<file path="src/rtl/lirs_pkg.sv">
// ----------------------------------------------------------------------------
// lirs_pkg
// Shared widths, register indexes, reset values and types of the linear
// interpolation resampler.
// ----------------------------------------------------------------------------
package lirs_pkg;

  // field and register widths
  localparam int RATE_W     = 18;
  localparam int CAP_W      = 16;
  localparam int SAMP_W     = 16;
  localparam int CNT_W      = 16;
  localparam int CFG_IDX_W  = 2;
  localparam int CFG_DATA_W = 18;

  // parameter defaults
  localparam int MAX_RUN_DEF   = 8;
  localparam int FRAC_BITS_DEF = 16;

  // configuration register indexes
  localparam logic [CFG_IDX_W-1:0] REG_SOURCE_RATE    = 2'd0;
  localparam logic [CFG_IDX_W-1:0] REG_TARGET_RATE    = 2'd1;
  localparam logic [CFG_IDX_W-1:0] REG_FRAME_CAPACITY = 2'd2;

  // register reset values
  localparam logic [RATE_W-1:0] SOURCE_RATE_RST    = 18'd24000;
  localparam logic [RATE_W-1:0] TARGET_RATE_RST    = 18'd16000;
  localparam logic [CAP_W-1:0]  FRAME_CAPACITY_RST = 16'd960;

  // saturation value of the input position counter
  localparam logic [CNT_W-1:0] CNT_MAX = 16'hFFFF;

  // effective configuration handed to the sequencer
  typedef struct packed {
    logic [RATE_W-1:0] src;
    logic [RATE_W-1:0] dst;
    logic [CAP_W-1:0]  cap;
  } cfg_t;

  // one result word
  typedef struct packed {
    logic [SAMP_W-1:0] sample;
    logic              sample_valid;
    logic              frame_end;
    logic              run_end;
  } res_t;

  // divider status
  typedef struct packed {
    logic busy;
    logic done;
  } div_sts_t;

endpackage

</file>
<file path="src/rtl/linear_interp_resampler_unit.sv">
// ----------------------------------------------------------------------------
// linear_interp_resampler_unit
// Linear interpolation sample rate converter over framed 16-bit audio.
// ----------------------------------------------------------------------------
// Usage:
//   in_*  : one signed source sample per word, in_tlast on the last of a frame.
//   out_* : interpolated samples; out_tuser[0] flags a real sample (0 on a
//           frame-end marker), out_tuser[1] flags the last word caused by an
//           input word, out_tlast flags the last word of a frame.
//   cfg_* : register writes (source rate, target rate, frame capacity), taken
//           every cycle; write only while the block is idle.
// Throughput: one input word at a time. Each output takes a divider pass
//   plus the check, multiply and emit steps, and a frame end adds a division
//   for the limit; the next word is taken once the word's run completes.
// Each result is held back until the next position is resolved or the run ends.
// Reset clears frame position and the previous sample and loads the default
//   rates (24000 -> 16000) and capacity (960).
// A stalled receiver holds the result in the output register; the sequencer
//   waits for it and input stays blocked until the word's run completes.
// ----------------------------------------------------------------------------
module linear_interp_resampler_unit import lirs_pkg::*; #(
  parameter int MAX_RUN   = MAX_RUN_DEF,
  parameter int FRAC_BITS = FRAC_BITS_DEF
) (
  input  logic                  clk,
  input  logic                  rst_n,
  // in_tdata: [15:0] in_sample
  input  logic                  in_tvalid,
  output logic                  in_tready,
  input  logic [SAMP_W-1:0]     in_tdata,
  input  logic                  in_tlast,
  // out_tdata: [15:0] out_sample
  output logic                  out_tvalid,
  input  logic                  out_tready,
  output logic [SAMP_W-1:0]     out_tdata,
  output logic                  out_tlast,
  // out_tuser: [0] sample_valid, [1] run_end
  output logic [1:0]            out_tuser,
  input  logic                  cfg_valid,
  output logic                  cfg_ready,
  input  logic [CFG_IDX_W-1:0]  cfg_index,
  input  logic [CFG_DATA_W-1:0] cfg_data
);

  localparam int DVD_W = RATE_W + CNT_W + FRAC_BITS;

  logic [RATE_W-1:0] src_r, dst_r;
  logic [CAP_W-1:0]  cap_r;
  cfg_t              cfg;
  logic              push_valid, push_ready;
  res_t              push_res;
  logic              out_vld_r;
  res_t              out_res_r;
  logic              div_start;
  logic [DVD_W-1:0]  div_dividend, div_quot;
  logic [RATE_W-1:0] div_divisor;
  div_sts_t          div_sts;

  // configuration registers
  assign cfg_ready = 1'b1;

  always_ff @(posedge clk) begin
    if (!rst_n) begin
      src_r <= SOURCE_RATE_RST;
      dst_r <= TARGET_RATE_RST;
      cap_r <= FRAME_CAPACITY_RST;
    end else if (cfg_valid && cfg_ready) begin
      unique case (cfg_index)
        REG_SOURCE_RATE:    src_r <= cfg_data[RATE_W-1:0];
        REG_TARGET_RATE:    dst_r <= cfg_data[RATE_W-1:0];
        REG_FRAME_CAPACITY: cap_r <= cfg_data[CAP_W-1:0];
        default:            ;
      endcase
    end
  end

  // a zero rate acts as one
  always_comb begin
    cfg.src = (src_r == '0) ? RATE_W'(1) : src_r;
    cfg.dst = (dst_r == '0) ? RATE_W'(1) : dst_r;
    cfg.cap = cap_r;
  end

  lirs_div #(
    .DVD_W (DVD_W),
    .DVS_W (RATE_W)
  ) u_div (
    .clk      (clk),
    .rst_n    (rst_n),
    .start    (div_start),
    .dividend (div_dividend),
    .divisor  (div_divisor),
    .sts      (div_sts),
    .quot     (div_quot)
  );

  lirs_seq #(
    .MAX_RUN   (MAX_RUN),
    .FRAC_BITS (FRAC_BITS)
  ) u_seq (
    .clk          (clk),
    .rst_n        (rst_n),
    .cfg          (cfg),
    .in_valid     (in_tvalid),
    .in_ready     (in_tready),
    .in_sample    (in_tdata),
    .in_last      (in_tlast),
    .push_valid   (push_valid),
    .push_ready   (push_ready),
    .push_res     (push_res),
    .div_start    (div_start),
    .div_dividend (div_dividend),
    .div_divisor  (div_divisor),
    .div_sts      (div_sts),
    .div_quot     (div_quot)
  );

  // output register
  assign push_ready = !out_vld_r || out_tready;

  always_ff @(posedge clk) begin
    if (!rst_n) begin
      out_vld_r <= 1'b0;
    end else if (push_ready) begin
      out_vld_r <= push_valid;
    end
  end

  always_ff @(posedge clk) begin
    if (push_ready && push_valid) begin
      out_res_r <= push_res;
    end
  end

  assign out_tvalid   = out_vld_r;
  assign out_tdata    = out_res_r.sample;
  assign out_tlast    = out_res_r.frame_end;
  assign out_tuser[0] = out_res_r.sample_valid;
  assign out_tuser[1] = out_res_r.run_end;

`ifndef SYNTHESIS
  // a frame end always closes the run of its input word
  a_frame_end_run_end: assert property (@(posedge clk) disable iff (!rst_n)
    out_tvalid |-> (!out_tlast || out_tuser[1]))
    else $error("frame end without run end");

  // a marker word only appears at frame end and carries zero
  a_marker_form: assert property (@(posedge clk) disable iff (!rst_n)
    (out_tvalid && !out_tuser[0]) |-> (out_tlast && (out_tdata == '0)))
    else $error("malformed frame-end marker");

  // no input word is taken while a division is in flight
  a_idle_divider: assert property (@(posedge clk) disable iff (!rst_n)
    (in_tvalid && in_tready) |-> !div_sts.busy)
    else $error("input accepted while divider busy");

  // a push never happens while the divider works
  a_push_quiet: assert property (@(posedge clk) disable iff (!rst_n)
    push_valid |-> (!div_sts.busy && !div_start))
    else $error("result pushed during division");
`endif

endmodule

</file>
<file path="src/rtl/lirs_div.sv">
// ----------------------------------------------------------------------------
// lirs_div
// Restoring serial divider, one quotient bit per cycle, shared by the limit
// and position calculations.
// ----------------------------------------------------------------------------
module lirs_div import lirs_pkg::*; #(
  parameter int DVD_W = RATE_W + CNT_W + FRAC_BITS_DEF,
  parameter int DVS_W = RATE_W
) (
  input  logic             clk,
  input  logic             rst_n,
  input  logic             start,
  input  logic [DVD_W-1:0] dividend,
  input  logic [DVS_W-1:0] divisor,
  output div_sts_t         sts,
  output logic [DVD_W-1:0] quot
);

  localparam int CNT_BITS = $clog2(DVD_W + 1);

  logic [DVS_W-1:0]    rem_r, rem_nxt;
  logic [DVD_W-1:0]    quo_r;
  logic [DVS_W-1:0]    dvs_r;
  logic [CNT_BITS-1:0] cnt_r;
  logic                busy_r, done_r;
  logic [DVS_W:0]      trial, trial_sub;
  logic                take;

  // trial subtract of one step
  always_comb begin
    trial     = {rem_r, quo_r[DVD_W-1]};
    trial_sub = trial - {1'b0, dvs_r};
    take      = (trial >= {1'b0, dvs_r});
    rem_nxt   = take ? trial_sub[DVS_W-1:0] : trial[DVS_W-1:0];
  end

  // control
  always_ff @(posedge clk) begin
    if (!rst_n) begin
      busy_r <= 1'b0;
      done_r <= 1'b0;
      cnt_r  <= '0;
    end else begin
      done_r <= busy_r && (cnt_r == CNT_BITS'(1));
      if (start) begin
        busy_r <= 1'b1;
        cnt_r  <= CNT_BITS'(DVD_W);
      end else if (busy_r) begin
        cnt_r <= cnt_r - CNT_BITS'(1);
        if (cnt_r == CNT_BITS'(1)) begin
          busy_r <= 1'b0;
        end
      end
    end
  end

  // datapath: dividend shifts out as quotient shifts in
  always_ff @(posedge clk) begin
    if (start) begin
      rem_r <= '0;
      quo_r <= dividend;
      dvs_r <= divisor;
    end else if (busy_r) begin
      rem_r <= rem_nxt;
      quo_r <= {quo_r[DVD_W-2:0], take};
    end
  end

  assign sts.busy = busy_r;
  assign sts.done = done_r;
  assign quot     = quo_r;

endmodule

</file>
<file path="src/rtl/lirs_seq.sv">
// ----------------------------------------------------------------------------
// lirs_seq
// Sequencer of the resampler: frame state, output position stepping,
// shared multiplier and interpolation, result ordering.
// ----------------------------------------------------------------------------
module lirs_seq import lirs_pkg::*; #(
  parameter int MAX_RUN   = MAX_RUN_DEF,
  parameter int FRAC_BITS = FRAC_BITS_DEF
) (
  input  logic                                 clk,
  input  logic                                 rst_n,
  input  cfg_t                                 cfg,
  input  logic                                 in_valid,
  output logic                                 in_ready,
  input  logic [SAMP_W-1:0]                    in_sample,
  input  logic                                 in_last,
  output logic                                 push_valid,
  input  logic                                 push_ready,
  output res_t                                 push_res,
  output logic                                 div_start,
  output logic [RATE_W+CNT_W+FRAC_BITS-1:0]    div_dividend,
  output logic [RATE_W-1:0]                    div_divisor,
  input  div_sts_t                             div_sts,
  input  logic [RATE_W+CNT_W+FRAC_BITS-1:0]    div_quot
);

  localparam int DVD_W = RATE_W + CNT_W + FRAC_BITS;
  localparam int IDX_W = RATE_W + CNT_W;
  localparam int MA_W  = CNT_W + 3;
  localparam int MB_W  = ((FRAC_BITS > RATE_W) ? FRAC_BITS : RATE_W) + 1;
  localparam int P_W   = MA_W + MB_W;
  localparam int K_W   = $clog2(MAX_RUN + 1);

  typedef enum logic [9:0] {
    S_IDLE    = 10'b0000000001,
    S_WMUL    = 10'b0000000010,
    S_WDIV_GO = 10'b0000000100,
    S_WDIV    = 10'b0000001000,
    S_CHECK   = 10'b0000010000,
    S_PDIV_GO = 10'b0000100000,
    S_PDIV    = 10'b0001000000,
    S_IMUL    = 10'b0010000000,
    S_EMIT    = 10'b0100000000,
    S_FIN     = 10'b1000000000
  } state_t;

  state_t              state_r, state_nxt;
  logic [SAMP_W-1:0]   cur_r, prior_r, val_r, pend_r;
  logic                last_r, pend_vld_r;
  logic [CNT_W-1:0]    ic_r, oc_r;
  logic [CAP_W-1:0]    limit_r;
  logic [K_W-1:0]      k_r;
  logic signed [P_W-1:0]  prod_r;
  logic signed [MA_W-1:0] mul_a;
  logic signed [MB_W-1:0] mul_b;
  logic [SAMP_W:0]     diff;
  logic [IDX_W-1:0]    idx;
  logic [IDX_W-1:0]    ic_ext;
  logic                idx_lt, idx_eq;
  logic                whole_lt_cap;
  logic                in_acc;

  assign in_ready = (state_r == S_IDLE);
  assign in_acc   = in_valid && in_ready;

  // position decode of the quotient
  assign idx    = div_quot[DVD_W-1:FRAC_BITS];
  assign ic_ext = IDX_W'(ic_r);
  assign idx_lt = (idx < ic_ext);
  assign idx_eq = (idx == ic_ext);
  assign diff   = {cur_r[SAMP_W-1], cur_r} - {prior_r[SAMP_W-1], prior_r};
  assign whole_lt_cap = (div_quot[DVD_W-1:CAP_W] == '0) && (div_quot[CAP_W-1:0] < cfg.cap);

  // shared multiplier operand select
  always_comb begin
    unique case (state_r)
      S_WMUL: begin
        mul_a = MA_W'({1'b0, ic_r} + (CNT_W + 1)'(1));
        mul_b = MB_W'(cfg.dst);
      end
      S_PDIV: begin
        mul_a = MA_W'($signed(diff));
        mul_b = MB_W'(div_quot[FRAC_BITS-1:0]);
      end
      default: begin
        mul_a = MA_W'(oc_r);
        mul_b = MB_W'(cfg.src);
      end
    endcase
  end

  always_ff @(posedge clk) begin
    prod_r <= mul_a * mul_b;
  end

  // divider requests
  always_comb begin
    div_start    = (state_r == S_WDIV_GO) || (state_r == S_PDIV_GO);
    div_dividend = '0;
    div_divisor  = cfg.dst;
    if (state_r == S_WDIV_GO) begin
      div_dividend = DVD_W'(prod_r[RATE_W+CNT_W:0]);
      div_divisor  = cfg.src;
    end else begin
      div_dividend = {prod_r[IDX_W-1:0], {FRAC_BITS{1'b0}}};
    end
  end

  // result push
  always_comb begin
    push_valid = 1'b0;
    push_res   = '0;
    if (state_r == S_EMIT) begin
      push_valid            = pend_vld_r;
      push_res.sample       = pend_r;
      push_res.sample_valid = 1'b1;
    end else if (state_r == S_FIN) begin
      push_valid            = pend_vld_r || last_r;
      push_res.sample       = pend_vld_r ? pend_r : '0;
      push_res.sample_valid = pend_vld_r;
      push_res.frame_end    = last_r;
      push_res.run_end      = 1'b1;
    end
  end

  // next state
  always_comb begin
    state_nxt = state_r;
    unique case (state_r)
      S_IDLE:    if (in_acc) state_nxt = in_last ? S_WMUL : S_CHECK;
      S_WMUL:    state_nxt = S_WDIV_GO;
      S_WDIV_GO: state_nxt = S_WDIV;
      S_WDIV:    if (div_sts.done) state_nxt = S_CHECK;
      S_CHECK: begin
        if ((k_r < K_W'(MAX_RUN)) && (oc_r < limit_r)) state_nxt = S_PDIV_GO;
        else state_nxt = S_FIN;
      end
      S_PDIV_GO: state_nxt = S_PDIV;
      S_PDIV: begin
        if (div_sts.done) begin
          priority if (idx_lt) state_nxt = S_IMUL;
          else if (last_r && idx_eq) state_nxt = S_EMIT;
          else state_nxt = S_FIN;
        end
      end
      S_IMUL:    state_nxt = S_EMIT;
      S_EMIT:    if (!pend_vld_r || push_ready) state_nxt = S_CHECK;
      S_FIN:     if (!push_valid || push_ready) state_nxt = S_IDLE;
      default:   state_nxt = S_IDLE;
    endcase
  end

  // control state
  always_ff @(posedge clk) begin
    if (!rst_n) begin
      state_r    <= S_IDLE;
      prior_r    <= '0;
      ic_r       <= '0;
      oc_r       <= '0;
      pend_vld_r <= 1'b0;
      k_r        <= '0;
    end else begin
      state_r <= state_nxt;
      if (in_acc) begin
        k_r <= '0;
      end
      if ((state_r == S_EMIT) && (state_nxt == S_CHECK)) begin
        pend_vld_r <= 1'b1;
        k_r        <= k_r + K_W'(1);
        oc_r       <= oc_r + CNT_W'(1);
      end
      // end of item: advance frame position
      if ((state_r == S_FIN) && (state_nxt == S_IDLE)) begin
        pend_vld_r <= 1'b0;
        prior_r    <= cur_r;
        if (last_r) begin
          ic_r <= '0;
          oc_r <= '0;
        end else if (ic_r != CNT_MAX) begin
          ic_r <= ic_r + CNT_W'(1);
        end
      end
    end
  end

  // payload registers
  always_ff @(posedge clk) begin
    if (in_acc) begin
      cur_r   <= in_sample;
      last_r  <= in_last;
      limit_r <= cfg.cap;
    end
    if ((state_r == S_WDIV) && div_sts.done && whole_lt_cap) begin
      limit_r <= div_quot[CAP_W-1:0];
    end
    if ((state_r == S_PDIV) && div_sts.done) begin
      val_r <= cur_r;
    end
    if (state_r == S_IMUL) begin
      val_r <= prior_r + prod_r[FRAC_BITS +: SAMP_W];
    end
    if ((state_r == S_EMIT) && (state_nxt == S_CHECK)) begin
      pend_r <= val_r;
    end
  end

endmodule

</file>
<file path="config.mk">
export PLATFORM = sky130hd
export DESIGN_NAME = linear_interp_resampler_unit
export DESIGN_NICKNAME = d
export VERILOG_FILES = /design/src/rtl/lirs_pkg.sv /design/src/rtl/linear_interp_resampler_unit.sv /design/src/rtl/lirs_div.sv /design/src/rtl/lirs_seq.sv
export SDC_FILE = /design/constraint.sdc
export NUM_CORES = 2
export LEC_CHECK = 0
export BUFFER_PORTS_ARGS = -buffer_cell sky130_fd_sc_hd__buf_4
export CORE_ASPECT_RATIO = 0.5
export CORE_MARGIN = 2
export CORE_UTILIZATION = 55
export CTS_BUF_LIST = sky130_fd_sc_hd__clkbuf_4
export DETAILED_ROUTE_END_ITERATION = 12
export PLACE_DENSITY = 0.71
export SYNTH_ARGS = -nofsm -noshare
export SYNTH_HDL_FRONTEND = slang
export SYNTH_SLANG_ARGS = --single-unit
</file>
<file path="constraint.sdc">
create_clock -name clk -period 9.7 [get_ports clk]
set_clock_uncertainty 0.2 [all_clocks]
set_input_delay 0.485 -clock clk [delete_from_list [all_inputs] [get_ports clk]]
set_output_delay 0.485 -clock clk [all_outputs]
set_load 0.005 [all_outputs]
</file>
* Word level (Yosys, flattened, before mapping)
Cells that the tools add are included.
Cells by class: reductions and logical operators 35, divide/modulo/power cells 0, magnitude comparators 5, shifts and indexed selects 0, multipliers 1, multiplexer cells 40, bitwise operators 2, equal/unequal tests 17, add/subtract/negate cells 8
Operators with widths (number):
- $mux 16 | 10
- $mux 50 | 3
- $pmux 10 s10 | 1
- $mux 10 | 8
- $mux 18 | 4
- $pmux 19 s2 | 1
- $logic_not 18->1 | 2
- $pmux 18 s2 | 1
- $mul 19x19->35 | 1
- $eq 34x16->1 | 1
- $logic_not 34->1 | 1
- $lt 34x16->1 | 1
- $add 16x1->16 const B | 2
- $lt 16x16->1 | 2
- $eq 10x1->1 const B | 2
- $eq 10x5->1 const B | 2
- $ge 19x18->1 | 1
- $mux 19 | 1
- $sub 18x18->18 | 1
- $add 16x1->17 const B | 1
- $mux 17 | 1
- $sub 16x16->17 | 1
- $add 16x16->16 | 1
- $ne 16x16->1 const B | 1
- other kinds (26) | 58
Word-level totals: latch bits 0, output and inout port bits 22, memories 0, memory bits (writable) 0, bits in read-only memories 0, flip-flop bits (word level) 329, input port bits 42, word-level logic and storage cells 135

* Depth between registers and ports, before layout
depth in word-level cells 12, depth in mapped cells 35, mapped depth without buffers 33

* By module
Synthesis repeated with hierarchy kept, for this count alone.
Second synthesis, totals: cells, all modules 3287, area, all modules 29676.0 um2
By module, submodules not included:
- lirs_seq | cells an instance 2585, instances 1, area each 22092.4 um2, seq. area each 3913.8 um2
- lirs_div | cells an instance 399, instances 1, area each 4793.3 um2, seq. area each 2562.5 um2
- linear_interp_resampler_unit | cells an instance 303, instances 1, area each 2790.2 um2, seq. area each 1631.6 um2

* Worst setup path before layout
No wires, ideal clock.
kind register -> register, start register u_seq.cur_r[0], end register u_seq.prod_r[30], cell stages (with the launch flop) 33, arrival time 7.899 ns, library setup time 0.120 ns, buffers on the path 1, clock period less this slack 8.218 ns, slack 1.482 ns, required time 9.380 ns, path through edfxtp_1 > inv_1 > ha_1 > fa_1 > nor2b_1 > o21a_1 > o21ai_0 > a21oi_1 > a221oi_1 > nor2_1 > a41o_1 > clkbuf_1 > nor2_1 > fa_1 > inv_1 > fa_1 > fa_1 > inv_1 > fa_1 > fa_1 > inv_1 > fa_1 > inv_1 > ha_1 > nand3_1 > nor2_1 > and4_1 > o211ai_1 > a21oi_1 > o21ai_0 > a21boi_0 > o21a_1 > o31a_1
On the way: cells in the longest elaborated chain, start to end 3
Ends and longest elaborated chain:
- start, declared | line lirs_seq.sv:48 | logic [SAMP_W-1:0] cur_r, prior_r, val_r, pend_r;
- start signal, assigned | line lirs_seq.sv:189 | cur_r <= in_sample;
- $sub 16x16->17 | line lirs_seq.sv:71 | assign diff = {cur_r[SAMP_W-1], cur_r} - {prior_r[SAMP_W-1], prior_r};
- $pmux 19 s2 | line lirs_seq.sv:76 | unique case (state_r)
- $mul 19x19->35 | line lirs_seq.sv:93 | prod_r <= mul_a * mul_b;
- end signal, assigned | line lirs_seq.sv:93
- end, declared | line lirs_seq.sv:53 | logic signed [P_W-1:0] prod_r;
Every way passes these cells. A chain may end at the register's enable or synchronous reset.

* Final worst setup path
Ends and elaborated chain as after synthesis.

==> out/summary.log <==
[placement] estimated wirelength of the detail-placed design 64.72 mm
[layout] Sequential cell area 0.008108 mm^2
[timing] fin worst setup slack 0.6225 ns
[global_routing] initial antenna violation count 2
[die] overall die area 0.05442 mm^2
[worst_setup_path] endpoint arrival time on the critical path 9.57 ns
[timing] post-route fraction of the period consumed by the critical path 93.58%
[timing] fmax 110.2 MHz
[die] die width 327.9 um
[placement] Port-buffer cells 62
[route] drt initial violations 2438
[global_routing] gr ovfl total 0
[power] combinational fraction of design power 15.2%
[power] worst-case vdd ir drop 0.0001132 V
[placement] Placed Cells 3817
[power] Power, Total 3.248 mW
[min_path] worst hold path type flop to flop
[route] routed vias 23130
[synthesis] sequential share of the synthesized area 28.10%
[clock_tree] Clock Sink Count 329
[timing] number of failing hold endpoints at the final stage 0
[timing] shortest period the worst path allows 9.077 ns
[worst_setup_path] CP Class flop to flop
[route] number of iterations in the first detailed-routing pass 6
[synthesis] synthesized net count 3668
[synthesis] Synth Cell Area 0.02885 mm^2
[layout] proportion of layout cells with a drive suffix above 1 10.63%
[worst_setup_path] Worst setup EP type flop
[layout] area of the multi-input gates 0.01832 mm^2
[power] leakage power summed over all cells 14.67 nW
[clock_tree] Longest Clk Path Bufs 3
[route] drt total wl 83.73 mm
[global_routing] maximum number of pins on one net before global-route repair 75
[timing] unrepaired setup endpoints after global routing false
[global_routing] GR Util All Layers 31.27%
[synthesis] Top FF cell, synth dfxtp_1
[synthesis] number of distinct library cells after synthesis 77
[power] sequential share of power 47.4%
[worst_setup_path] data required time at the worst endpoint 10.19 ns
[clock_tree] Clk Latency, worst-skew pair 0.81 ns
[worst_setup_path] Critical Path Source Type flop
[power] net switching component of the power 921.1 uW
[layout] synthesis-to-finish area growth 10.04%
[clock_tree] TritonCTS clock tree yes
[worst_setup_path] largest fanout on the critical path 18
[worst_setup_path] CP max stage cell fa_1
[synthesis] count of warnings emitted by yosys 0
[layout] most frequent cells in the layout 530 x inv_1, 385 x nand2_1, 324 x fa_1
[clock_tree] root buffer cell clkbuf_4
[placement] global placer's final weighted congestion 0.9520
[synthesis] average cell area after synthesis 9.283 um^2
[worst_setup_path] CP most frequent cell fa_1
[die] number of placed I/O pins 64
[die] number of placement rows 59
[power] internal power of the cells 2.327 mW
[layout] Post-Layout Cell Count 4012
[route] antenna-violating nets left 0
[synthesis] number of synthesized flops with an enable pin 152
[timing] Worst-Margin Slew 1.168 ns
[route] Via-to-Cell Ratio 5.765
[route] wire per inst 20.87 um
[timing] Final TNS setup 0 ns
[layout] commonest non-fill, non-tap cell in the layout inv_1
[power] Clk network pwr share 37.4%
[global_routing] wire length of the first global-routing pass 130.8 mm
[clock_tree] register clock-pin slew on the reported worst setup and hold paths 0.07 ns
[synthesis] fraction of registers with async set or reset after synthesis 0%
[outcome] run status complete, no violations
[flow_run] Max-cap violations 0
[timing] Relative slew margins 21.97%
[route] Remaining DRCs 0
[die] y dimension of the die 166.0 um
[worst_setup_path] Largest stage delay, worst path 0.80 ns
[layout] Filler Cells Inserted 4440
[die] floorplan core area 0.05190 mm^2
[synthesis] synthesized flop and latch total 329
[synthesis] Cells after Synth 3108
[layout] total number of nets in the final design 3806
[clock_tree] H-tree levels 3
[power] sw frac 28.36%
[placement] Post-Place Worst Slack 0.2854 ns
[timing] Final Max Slew Viols 0
[clock_tree] number of buffers created by CTS 82
[power] power density cells 102.3 mW/mm^2
[timing] Setup-failing EPs final 0
[die] initial core utilization 55.59%
[global_routing] vias in the first global route 23230
==> registers in the layout (all words and copies together), names as in the netlist, 2 cells and up <==
name / cells
out_tuser: 2
u_seq.k_r: 4
u_seq.prod_r: 35
u_div.cnt_r: 6
u_div.dvs_r: 18
u_div.rem_r: 18
cap_r: 16
u_seq.limit_r: 16
u_seq.oc_r: 16
u_seq.state_r: 10
u_seq.pend_r: 16
out_tdata: 16
u_seq.ic_r: 16
u_seq.prior_r: 16
u_seq.val_r: 16
src_r: 18
u_seq.cur_r: 16
dst_r: 18
u_div.quot: 50
==> final timing paths <==
path,startpoint,to,slack [ns],cells after the start
worst min register to register,u_seq.val_r[4],u_seq.pend_r[4],0.21,0
worst min-delay path,u_seq.val_r[4],u_seq.pend_r[4],0.21,0
worst max-delay path,u_seq.cur_r[0],u_seq.prod_r[30],0.62,32
worst max register to register,u_seq.cur_r[0],u_seq.prod_r[30],0.62,32
==> power groups by stage <==
| stage | clock, mW | combinational, mW | sequential (mW) |
|---|---|---|---|
| CTS | 1.23 | 0.487 | 1.54 |
| floorplan | 0 | 0.349 | 1.55 |
| detailed placement | 0 | 0.471 | 1.57 |
| finish | 1.22 | 0.492 | 1.54 |
| global placement | 0 | 0.463 | 1.57 |
| global route | 1.31 | 0.541 | 1.55 |
==> routing by layer <==
metal  up-vias  share of wire, %  global-route usage, %
met2      1194                43                  46.18
met3       186                12                  7.728
met4         0               2.7                  9.852
met5         -                 0                      0
li1      10482                 -                      -
met1     11268                43                  45.30
==> critical path: cells and delay by family (launching register included) <==
family,cells,cell delay [ns]
adder cells (fa/ha/maj),9,4.47
AO/OA/AOI/OAI,11,2.23
AND/OR/NAND/NOR,6,1.08
buffers and inverters,6,0.62
flip-flops,1,0.37
==> kinds of logic after synthesis <==
| family | Yosys count | synth area share (%) |
|---|---|---|
| AOI/OAI and AO/OA | 492 | 12.19 |
| buffers and inverters | 645 | 8.530 |
| other | 2 | 0.02603 |
| adders and majority gates | 518 | 30.89 |
| xor gates and xnor gates | 105 | 3.187 |
| and+or+nand+nor | 961 | 14.97 |
| muxes | 56 | 2.103 |
| DFF | 329 | 28.10 |
==> through the flow <==
step	hold slack, ns	util [%]	cell area (um^2)
2_1_floorplan	0.2003	-	28850
3_3_place_gp	0.2038	58.21	30210
3_5_place_dp	0.2045	58.21	30210
4_1_cts	0.1867	61.15	31730
5_1_grt	0.1999	61.18	31750
6_report	0.2145	61.18	31750
==> Yosys cell counts, drive strengths merged, types with 15 or more instances <==
master / instances / area share [%]
inv: 533 / 6.9
nand2: 385 / 5.0
fa: 324 / 22
nor2: 287 / 3.7
ha: 194 / 8.4
dfxtp: 177 / 12
edfxtp: 152 / 16
a21oi: 106 / 1.9
o21ai: 82 / 1.4
clkbuf: 80 / 1.0
xnor2: 69 / 2.1
a21boi: 60 / 1.6
nand3: 54 / 0.94
a21o: 38 / 0.99
a22o: 38 / 1.2
mux2: 37 / 1.4
nor2b: 36 / 0.78
xor2: 36 / 1.1
nand2b: 34 / 0.74
buf: 32 / 0.56
nor3: 31 / 0.56
a22oi: 23 / 0.60
nor4: 22 / 0.54
and2: 19 / 0.41
mux2i: 19 / 0.66
o21a: 19 / 0.49
a221oi: 17 / 0.81
or2: 17 / 0.37
a211oi: 15 / 0.41
==> cell type report <==
type                            instances  area share, %
Clock inverter                         22         0.4059
Timing Repair Buffer                  166          4.280
Clock buffer                          126          2.979
Antenna cell                            1       0.007882
Inverter                              533          6.314
Multi-Input combinational cell       2134          57.71
Sequential cell                       329          25.54
Tap cell                              701          2.763
==> what timing repair did <==
action | in CTS | in global routing
hold buffers | 45 | 0
setup endpoints to repair | 0 | 6
gates resized for setup | 0 | 2
setup buffers | 0 | 1
endpoints found under the hold margin | 91 | 0
No activity file was read; power rests on OpenSTA's default activity.
